<file path="src/hdl/rsfr_pkg.sv">
// Shared constants and controller/datapath interface types for the servo frame receiver.
// No dependencies.
`timescale 1ns / 1ps

package rsfr_pkg;

    localparam int NumChannelsDefault = 14;
    localparam int PayloadLen        = 28;
    localparam int PayloadIdxW       = 5;
    localparam int ChanIdxW          = 4;
    localparam int OutDataW          = 80;

    localparam logic [7:0]  LEN_BYTE   = 8'h20;
    localparam logic [7:0]  TYPE_BYTE  = 8'h40;
    localparam logic [15:0] SUM_START  = 16'hFFFF;
    localparam logic [7:0]  SUM_LO_OK  = 8'h00;
    localparam logic [16:0] SCALE_BIAS = 17'd1500;

    localparam logic FUNC_BYTE = 1'b0;
    localparam logic FUNC_GAP  = 1'b1;

    // Commands from the controller to the datapath.
    typedef struct packed {
        logic accept;      // input beat taken this cycle
        logic rd;          // read one channel's payload bytes
        logic load_single; // load a status-only result
        logic load_chan;   // load a channel result
        logic next_idx;    // advance channel index
    } cmd_t;

    // Status from the datapath to the controller.
    typedef struct packed {
        logic good_frame;  // current input byte completes a good frame
        logic idx_last;    // channel index is the final one
        logic out_free;    // output register can take a result
    } status_t;

endpackage

</file>
<file path="src/hdl/rc_servo_frame_receiver_core.sv">
// Top level of the servo frame receiver: joins the sequencing controller and the datapath.
// Depends on rsfr_pkg, rsfr_ctrl and rsfr_datapath.
//
//  Channel | Ports       | Beat contents
//  --------+-------------+----------------------------------------------------
//  input   | s_t*        | one received byte or one line-gap event
//  result  | m_t*        | frame status and counters, plus one channel if valid
//
// A beat is accepted in S_IDLE and its status result loads in S_PUT1 once the sink
// is free. A good frame's last byte instead emits NUM_CHANNELS results, each a memory
// read (S_READ) then an output load (S_PUTC). s_tready is low until the beat's last
// result is loaded; a stalled sink stretches every load. Reset is synchronous; the
// payload memory needs no clearing.
`timescale 1ns / 1ps

module rc_servo_frame_receiver_core
    import rsfr_pkg::*;
#(
    parameter int NUM_CHANNELS = NumChannelsDefault
) (
    input  logic                aclk,
    input  logic                aresetn,
    input  logic                s_tvalid,
    output logic                s_tready,
    input  logic [7:0]          s_tdata,   // [7:0] data_byte
    input  logic [0:0]          s_tuser,   // [0] func (1 = frame gap)
    output logic                m_tvalid,
    input  logic                m_tready,
    // [0] frame_ok, [1] checksum_error, [17:2] frames_seen, [33:18] frames_good,
    // [49:34] checksum_failures, [53:50] channel_index, [69:54] channel_raw,
    // [77:70] channel_scaled, [79:78] zero
    output logic [OutDataW-1:0] m_tdata,
    output logic [0:0]          m_tuser,   // [0] channel_valid
    output logic                m_tlast    // last result of this input beat
);

    cmd_t    cmd;
    status_t status;

    rsfr_ctrl u_ctrl (
        .aclk     (aclk),
        .aresetn  (aresetn),
        .s_tvalid (s_tvalid),
        .s_tready (s_tready),
        .status   (status),
        .cmd      (cmd)
    );

    rsfr_datapath #(
        .NUM_CHANNELS (NUM_CHANNELS)
    ) u_datapath (
        .aclk     (aclk),
        .aresetn  (aresetn),
        .s_tdata  (s_tdata),
        .s_tuser  (s_tuser),
        .cmd      (cmd),
        .status   (status),
        .m_tvalid (m_tvalid),
        .m_tready (m_tready),
        .m_tdata  (m_tdata),
        .m_tuser  (m_tuser),
        .m_tlast  (m_tlast)
    );

endmodule

</file>
<file path="src/hdl/rsfr_ctrl.sv">
// Sequencing state machine of the servo frame receiver: input handshake and result emission.
// Depends on rsfr_pkg.
`timescale 1ns / 1ps

module rsfr_ctrl
    import rsfr_pkg::*;
(
    input  logic    aclk,
    input  logic    aresetn,
    input  logic    s_tvalid,
    output logic    s_tready,
    input  status_t status,
    output cmd_t    cmd
);

    typedef enum logic [3:0] {
        S_IDLE = 4'b0001,
        S_PUT1 = 4'b0010,
        S_READ = 4'b0100,
        S_PUTC = 4'b1000
    } state_t;

    state_t state_reg, state_next;

    assign s_tready = (state_reg == S_IDLE);

    always_comb begin
        cmd             = '0;
        cmd.accept      = s_tvalid && (state_reg == S_IDLE);
        cmd.rd          = (state_reg == S_READ);
        cmd.load_single = (state_reg == S_PUT1) && status.out_free;
        cmd.load_chan   = (state_reg == S_PUTC) && status.out_free;
        cmd.next_idx    = cmd.load_chan && !status.idx_last;
    end

    always_comb begin
        state_next = state_reg;
        unique case (state_reg)
            S_IDLE: begin
                if (s_tvalid) begin
                    state_next = status.good_frame ? S_READ : S_PUT1;
                end
            end
            S_PUT1: begin
                if (status.out_free) begin
                    state_next = S_IDLE;
                end
            end
            S_READ: begin
                state_next = S_PUTC;
            end
            S_PUTC: begin
                if (status.out_free) begin
                    state_next = status.idx_last ? S_IDLE : S_READ;
                end
            end
            default: begin
                state_next = S_IDLE;
            end
        endcase
    end

    always_ff @(posedge aclk) begin
        if (!aresetn) begin
            state_reg <= S_IDLE;
        end else begin
            state_reg <= state_next;
        end
    end

endmodule

</file>
<file path="src/hdl/rsfr_datapath.sv">
// Frame parser, checksum, counters, payload memory, channel scaling and output register.
// Depends on rsfr_pkg.
`timescale 1ns / 1ps

module rsfr_datapath
    import rsfr_pkg::*;
#(
    parameter int NUM_CHANNELS = NumChannelsDefault
) (
    input  logic                aclk,
    input  logic                aresetn,
    input  logic [7:0]          s_tdata,
    input  logic [0:0]          s_tuser,
    input  cmd_t                cmd,
    output status_t             status,
    output logic                m_tvalid,
    input  logic                m_tready,
    output logic [OutDataW-1:0] m_tdata,
    output logic [0:0]          m_tuser,
    output logic                m_tlast
);

    typedef enum logic [4:0] {
        P_LEN  = 5'b00001,
        P_TYPE = 5'b00010,
        P_DATA = 5'b00100,
        P_CKLO = 5'b01000,
        P_CKHI = 5'b10000
    } parse_t;

    localparam logic [ChanIdxW-1:0]    LastIdx  = ChanIdxW'(NUM_CHANNELS - 1);
    localparam logic [PayloadIdxW-1:0] LastByte = PayloadIdxW'(PayloadLen - 1);

    parse_t                 parse_reg, parse_next;
    logic [PayloadIdxW-1:0] pidx_reg, pidx_next;
    logic [15:0]            sum_reg, sum_next;
    logic [15:0]            seen_reg, seen_next;
    logic [15:0]            good_reg, good_next;
    logic [15:0]            fail_reg, fail_next;
    logic                   ok_reg, err_reg;
    logic                   frame_ok, frame_err;
    logic                   mem_we;
    logic [ChanIdxW-1:0]    idx_reg;
    logic [7:0]             rd_lo_reg, rd_hi_reg;
    logic [7:0]             payload_mem [PayloadLen];

    logic [15:0]            raw;
    logic signed [16:0]     diff;
    logic signed [16:0]     quot;

    logic                   valid_reg;
    logic [OutDataW-1:0]    data_reg;
    logic [0:0]             user_reg;
    logic                   last_reg;

    wire gap = (s_tuser[0] == FUNC_GAP);

    // Parser next state; only committed when a beat is accepted.
    always_comb begin
        parse_next = parse_reg;
        pidx_next  = pidx_reg;
        sum_next   = sum_reg;
        seen_next  = seen_reg;
        good_next  = good_reg;
        fail_next  = fail_reg;
        frame_ok   = 1'b0;
        frame_err  = 1'b0;
        mem_we     = 1'b0;
        if (gap) begin
            if (parse_reg != P_LEN) begin
                seen_next = seen_reg + 16'd1;
            end
            parse_next = P_LEN;
        end else begin
            unique case (parse_reg)
                P_LEN: begin
                    if (s_tdata == LEN_BYTE) begin
                        parse_next = P_TYPE;
                        sum_next   = SUM_START - {8'd0, s_tdata};
                    end
                end
                P_TYPE: begin
                    if (s_tdata == TYPE_BYTE) begin
                        sum_next   = sum_reg - {8'd0, s_tdata};
                        pidx_next  = '0;
                        parse_next = P_DATA;
                    end else if (s_tdata != LEN_BYTE) begin
                        parse_next = P_LEN;
                    end
                end
                P_DATA: begin
                    mem_we    = 1'b1;
                    pidx_next = pidx_reg + PayloadIdxW'(1);
                    sum_next  = sum_reg - {8'd0, s_tdata};
                    if (pidx_reg == LastByte) begin
                        parse_next = P_CKLO;
                    end
                end
                P_CKLO: begin
                    sum_next   = sum_reg - {8'd0, s_tdata};
                    parse_next = P_CKHI;
                end
                P_CKHI: begin
                    parse_next = P_LEN;
                    seen_next  = seen_reg + 16'd1;
                    if (sum_reg[7:0] == SUM_LO_OK && sum_reg[15:8] == s_tdata) begin
                        good_next = good_reg + 16'd1;
                        frame_ok  = 1'b1;
                    end else begin
                        fail_next = fail_reg + 16'd1;
                        frame_err = 1'b1;
                    end
                end
                default: begin
                    parse_next = P_LEN;
                end
            endcase
        end
    end

    always_ff @(posedge aclk) begin
        if (!aresetn) begin
            parse_reg <= P_LEN;
            pidx_reg  <= '0;
            sum_reg   <= '0;
            seen_reg  <= '0;
            good_reg  <= '0;
            fail_reg  <= '0;
            ok_reg    <= 1'b0;
            err_reg   <= 1'b0;
        end else if (cmd.accept) begin
            parse_reg <= parse_next;
            pidx_reg  <= pidx_next;
            sum_reg   <= sum_next;
            seen_reg  <= seen_next;
            good_reg  <= good_next;
            fail_reg  <= fail_next;
            ok_reg    <= frame_ok;
            err_reg   <= frame_err;
        end
    end

    always_ff @(posedge aclk) begin
        if (cmd.accept && mem_we) begin
            payload_mem[pidx_reg] <= s_tdata;
        end
        if (cmd.rd) begin
            rd_lo_reg <= payload_mem[{idx_reg, 1'b0}];
            rd_hi_reg <= payload_mem[{idx_reg, 1'b1}];
        end
    end

    always_ff @(posedge aclk) begin
        if (!aresetn) begin
            idx_reg <= '0;
        end else if (cmd.accept) begin
            idx_reg <= '0;
        end else if (cmd.next_idx) begin
            idx_reg <= idx_reg + ChanIdxW'(1);
        end
    end

    // Arithmetic shift floors; a negative value with dropped bits is bumped toward zero.
    always_comb begin
        raw  = {rd_hi_reg, rd_lo_reg};
        diff = $signed(SCALE_BIAS) - $signed({1'b0, raw});
        quot = diff >>> 2;
        if (diff[16] && (diff[1:0] != 2'b00)) begin
            quot = quot + 17'sd1;
        end
    end

    always_ff @(posedge aclk) begin
        if (!aresetn) begin
            valid_reg <= 1'b0;
        end else if (cmd.load_single || cmd.load_chan) begin
            valid_reg <= 1'b1;
        end else if (m_tready) begin
            valid_reg <= 1'b0;
        end
    end

    always_ff @(posedge aclk) begin
        if (cmd.load_single) begin
            data_reg <= {2'b00, 8'd0, 16'd0, {ChanIdxW{1'b0}},
                         fail_reg, good_reg, seen_reg, err_reg, ok_reg};
            user_reg <= 1'b0;
            last_reg <= 1'b1;
        end else if (cmd.load_chan) begin
            data_reg <= {2'b00, quot[7:0], raw, idx_reg,
                         fail_reg, good_reg, seen_reg, 1'b0, 1'b1};
            user_reg <= 1'b1;
            last_reg <= (idx_reg == LastIdx);
        end
    end

    assign status.good_frame = frame_ok;
    assign status.idx_last   = (idx_reg == LastIdx);
    assign status.out_free   = !valid_reg || m_tready;

    assign m_tvalid = valid_reg;
    assign m_tdata  = data_reg;
    assign m_tuser  = user_reg;
    assign m_tlast  = last_reg;

endmodule

</file>
<file path="config.mk">
export PLATFORM = sky130hd
export DESIGN_NAME = rc_servo_frame_receiver_core
export DESIGN_NICKNAME = d
export VERILOG_FILES = /design/src/hdl/rsfr_pkg.sv /design/src/hdl/rc_servo_frame_receiver_core.sv /design/src/hdl/rsfr_ctrl.sv /design/src/hdl/rsfr_datapath.sv
export SDC_FILE = /design/constraint.sdc
export NUM_CORES = 1
export LEC_CHECK = 0
export BUFFER_PORTS_ARGS = -buffer_cell sky130_fd_sc_hd__clkbuf_2
export CORE_MARGIN = 2
export CORE_UTILIZATION = 51
export DETAILED_ROUTE_END_ITERATION = 7
export GPL_TIMING_DRIVEN = 0
export PLACE_DENSITY_LB_ADDON = 0.12
export SYNTH_ARGS = -nofsm -noshare
export SYNTH_HDL_FRONTEND = slang
export SYNTH_HIERARCHICAL = 1
export SYNTH_SLANG_ARGS = --single-unit
</file>
<file path="constraint.sdc">
create_clock -name aclk -period 3.7 [get_ports aclk]
set_input_delay 0.74 -clock aclk [delete_from_list [all_inputs] [get_ports aclk]]
set_output_delay 0.74 -clock aclk [all_outputs]
set_load 0.02 [all_outputs]
</file>
### Word level (Yosys, flattened, before mapping)

Memory sizes are Yosys's and may differ from the RTL's. A register that Yosys moved wholly into a read port is not among the register bits.
Index checks and enable logic that the tools add are counted.

* memories kept: 1
* output and inout port bits: 84
* memory bits (writable): 224
* flip-flop bits (word level): 165

Memories
* u_datapath.payload_mem: depth 28, bits a word 8, rd ports 2, clocked after memory_dff 2, wr ports 1, RTL line rsfr_datapath.sv:45 `logic [7:0] payload_mem [PayloadLen];`

* equality and inequality tests: 25
* reductions and logical operators: 27
* mux-type cells: 35
* add/sub/neg operators: 9
* bitwise operators: 3

Operators with widths (count)
* two-way mux 50 bit: 2
* two-way mux 16 bit: 5
* adder 16 x 1 -> 16 bit (second input constant): 3
* one-hot mux 16 bit (3 select lines): 1
* two-way mux 5 bit: 6
* one-hot mux 5 bit (4 select lines): 1
* subtractor 11 x 16 -> 17 bit (first input constant): 1
* one-hot mux 4 bit (4 select lines): 1
* AND reduction 4 bit: 4
* subtractor 16 x 8 -> 16 bit: 1
* two-way mux 1 bit: 12
* two-way mux 4 bit: 3
* equality test 5 bit (second input constant): 2
* != test 2 x 1 -> 1 bit (second input constant): 5
* one-hot mux 5 bit (2 select lines): 1
* nonzero test 2 bit: 5
* subtractor 1 x 9 -> 10 bit (first input constant): 1
* adder 8 x 2 -> 8 bit (second input constant): 1
* equality test 4 bit (second input constant): 2
* equality test 8 x 6 -> 1 bit (second input constant): 1
* equality test 8 x 7 -> 1 bit (second input constant): 1
* equality test 8 bit: 1
* zero test 8 bit: 1
* two-way mux 8 bit: 1
* 23 further kinds: 37

### Logic depth before layout (Yosys ltp)

* depth after elaboration: 8
* depth in mapped cells: 10

### Cells and area by module

Netlist, hierarchy kept.

By module, submodules not included
* rsfr_datapath: area each 16299.4 µm², times used 1, cells an instance 1099
* rsfr_ctrl: area each 351.6 µm², times used 1, cells an instance 39

### Worst setup path after synthesis

OpenSTA, ideal clock, no wires.

* path type: input -> register
* start point: input m_tready
* end point: register u_datapath.data_reg[0] (netlist: u_datapath/m_tdata[0]), enable pin
* library setup time: 0.405 ns
* arrival time: 2.438 ns
* stages on the path: 5
* required time: 3.295 ns
* path slack: 0.857 ns
* path through: nand2b_1 -> and4b_2 -> clkbuf_1 -> nor2_1 -> inv_1

RTL lines
* from (decl): RTL line rc_servo_frame_receiver_core.sv:28 `input logic m_tready,`
* to (signal assigned): RTL line rsfr_datapath.sv:185 `data_reg <= {2'b00, 8'd0, 16'd0, {ChanIdxW{1'b0}},`
* to (signal assigned): RTL line rsfr_datapath.sv:190 `data_reg <= {2'b00, quot[7:0], raw, idx_reg,`
* to (decl): RTL line rsfr_datapath.sv:52 `logic [OutDataW-1:0] data_reg;`

==> impl_metrics.py <==
metrics = {
    "logic_synthesis": {
        "seq_area_frac_synth": 0.6613,
        "ys.flop_type": "edfxtp_1",
        "netlist_instances": 1138,
        "synth-async-reset-ratio": 0,
        "synth.area.top_cells": "edfxtp_1 52%, dfxtp_1 14%, mux4_2 8.7%",
        "yosys.area.top_type": "edfxtp_1",
        "syn_area_per_cell_sq_um": 14.63,
        "synth_edf_count": 290,
        "ys_seq_elements": 405,
        "yosysWarnings": 6,
        "yosysTopAreaCellShare": 0.5230,
        "yosysUniqueCellTypes": 78,
        "synth_area_sq_um": 16650,
    },
    "drt": {
        "viasPerCell": 5.598,
        "drc": 0,
        "first_iter_violations": 772,
        "ant_nets": 0,
        "routedWlPerCell_um": 20.12,
        "wl_um": 35330,
        "dr.pass1.iters": 5,
        "vias": 9830,
    },
    "critical_path": {
        "crit_required_ns": 3.97,
        "reg2reg_from": "u_datapath/idx_reg[0]$_SDFFE_PP0P_",
        "crit_arrival_ns": 3.45,
        "crit_path_end_kind": "flip-flop",
        "worst_setup_path_start_kind": "flip-flop",
        "path_delay_family": "buffers and inverters",
        "cpMostUsedCell": "mux4_2",
        "rr_worst_depth": 5,
        "path_cells": "clkbuf_1 > buf_1 > buf_2 > mux4_2 > mux4_2",
        "slowest_stage": "buf_1",
        "crit_path_max_incr_delay_ns": 0.61,
        "startpoint": "u_datapath/idx_reg[0]$_SDFFE_PP0P_",
        "path_buf_inv": 3,
        "timing_worst_setup_path_type": "reg -> reg",
        "r2r_slack_ns": 0.52,
        "critical_path.max_fanout": 10,
        "reg2reg_to": "u_datapath/rd_hi_reg[3]$_DFFE_PP_",
    },
    "outcome": {
        "status": "completed",
    },
    "place": {
        "port_buffers": 93,
        "hpwl_um": 23490,
        "dp_cells": 1676,
        "postPlaceCellArea_sq_um": 17710,
        "place_ws_ns": 0.2018,
        "place_congestion": 0.7933,
    },
    "hold_path": {
        "hp-start": "u_datapath/fail_reg[10]$_SDFFE_PN0P_",
        "min_to": "u_datapath/m_tdata[44]$_DFFE_PP_",
        "worstHoldPathCells": 0,
        "holdCritPathClass": "reg -> reg",
    },
    "grt": {
        "antenna_found_initial": 1,
        "grt_pass1_wl_um": 53330,
        "grt_pass1_vias": 9149,
        "grt-ovfl-total": 0,
        "grt_usage": 0.2084,
        "grt_max_degree": 47,
    },
    "clocking": {
        "cts_resized": 0,
        "postCtsHoldBufs": 0,
        "cts_buffer_depth": 3,
        "clk_pin_slew_worst_paths_ns": 0.06,
        "root_buffer": "clkbuf_16",
        "cts_sinks": 405,
        "clock_latency_ns": 0.55,
        "cts_made_buffers": 43,
        "post_cts_buffers": 0,
        "cts_tree": "done",
        "cts_max_level": 2,
    },
    "floorplanning": {
        "core_area_sq_um": 32370,
        "dieArea_sq_um": 34110,
        "io_pins": 97,
        "die-height_um": 184.7,
        "initial_core_util": 0.5144,
        "std_cell_rows": 66,
        "die_x_um": 184.7,
    },
    "sta": {
        "fin_crit_ns": 3.179,
        "setup_viol": 0,
        "drv_slew": 0,
        "hold_ws_ns": 0.4313,
        "finClkSkew_ns": 0.01876,
        "final.setup.worst_slack_ns": 0.5209,
        "fmax_mhz": 314.6,
        "hold_viol_final": 0,
        "post-route-period-util": 0.8592,
        "worst_pin_slew_ns": 1.003,
        "slew_headroom": 0.3275,
        "rsz0062_at_grt": "false",
        "setup_tns_ns": 0,
    },
    "final_layout": {
        "area_growth_pct": 14.98,
        "final_cells": 1756,
        "nets": 1311,
        "largest_reg_flops": 224,
        "final_core_util": 0.5915,
        "final_area_sq_um": 19150,
        "antenna_cells": 0,
        "fill_cells": 2587,
        "drive_gt1_frac": 0.2100,
        "largest-register": "u_datapath/payload_mem",
    },
    "pwr": {
        "p_per_area_nw_per_um2": 499.4,
        "vdd_ir_drop_max_mv": 0.3839,
        "p_leak_nw": 6.266,
        "p_total_mw": 9.562,
    },
    "job": {
        "maxCapViolCount": 0,
    },
}
-- synth_stat cells, types with 6 or more instances --
cell type,count
mux2_2,16
ha_1,18
xor2_1,24
nor2_1,138
buf_1,8
clkbuf_1,36
xnor2_1,42
nor4_1,6
dfxtp_1,115
edfxtp_1,290
inv_1,30
nand4_1,21
or3_1,9
and2_1,11
mux4_2,64
and3_1,8
nand3b_1,7
o21ai_0,15
nand3_1,16
nand2b_1,16
nand2_1,57
a211oi_1,8
nor3_1,19
a21oi_1,27
mux2i_1,32
a311oi_1,9
-- power by group --
group	leakage (nW)	internal, mW	switching [mW]
clock network	0.694	2.61	1.72
registers	3.48	4.89	0.0215
logic	2.09	0.0950	0.227
total	6.27	7.59	1.97
-- area by class of cell --
| type | count | area [sq um] | area share |
|---|---|---|---|
| plain buffers | 55 | 242.7 | 0.01268 |
| clock inverters | 18 | 207.7 | 0.01085 |
| well taps | 442 | 553.0 | 0.02889 |
| inverters | 31 | 116.4 | 0.006078 |
| clock buffers | 62 | 1231 | 0.06431 |
| multi-input cells | 648 | 5291 | 0.2764 |
| flip-flops and latches | 405 | 11010 | 0.5751 |
| repair buffers | 95 | 493.0 | 0.02575 |
-- placed cells by master (no fill, tap or decap), types with 9 or more instances in the layout --
master       n
xor2_1      24
or3_1        9
mux2_2      16
inv_1       29
clkbuf_1    50
ha_1        18
nand2b_1    16
nand2_1     57
dfxtp_1    115
and2_1      11
clkbuf_2    93
nand3_1     16
nor2_1     138
mux4_2      64
o21ai_0     15
a311oi_1     9
nand4_1     21
xnor2_1     42
clkbuf_16   46
edfxtp_1   290
nor3_1      19
mux2i_1     32
a21oi_1     27
-- per-layer routing --
| layer | up-vias | track usage | part of all wire |
|---|---|---|---|
| met5 | - | 0 | 0 |
| met4 | 0 | 0.05746 | 0.019 |
| met3 | 54 | 0.03102 | 0.065 |
| met2 | 313 | 0.3208 | 0.45 |
| met1 | 4891 | 0.3113 | 0.46 |
| li1 | 4572 | - | - |
-- logic make-up after synthesis --
logic type | synth area share
fa+ha+maj | 0.01473
buf+inv | 0.02157
compound gates | 0.04298
mux | 0.1166
xor+xnor | 0.03472
other cells | 0.0002252
flops | 0.6613
simple gates | 0.1079
-- worst max path at each step --
| stage | cells past startpoint | slack, ns | end |
|---|---|---|---|
| after floorplan | 5 | 0.86 | u_datapath/m_tdata[0]$_SDFFCE_PN1P_ |
| after global placement | 6 | 0.17 | u_datapath/m_tdata[33]$_DFFE_PP_ |
| after detailed placement | 9 | 0.20 | u_datapath/sum_reg[15]$_SDFFE_PN0P_ |
| after CTS | 5 | 0.49 | u_datapath/rd_hi_reg[3]$_DFFE_PP_ |
| after global routing | 5 | 0.31 | u_datapath/rd_hi_reg[3]$_DFFE_PP_ |
| final | 5 | 0.52 | u_datapath/rd_hi_reg[3]$_DFFE_PP_ |
Note: power is estimated with default switching activity, not from simulation.
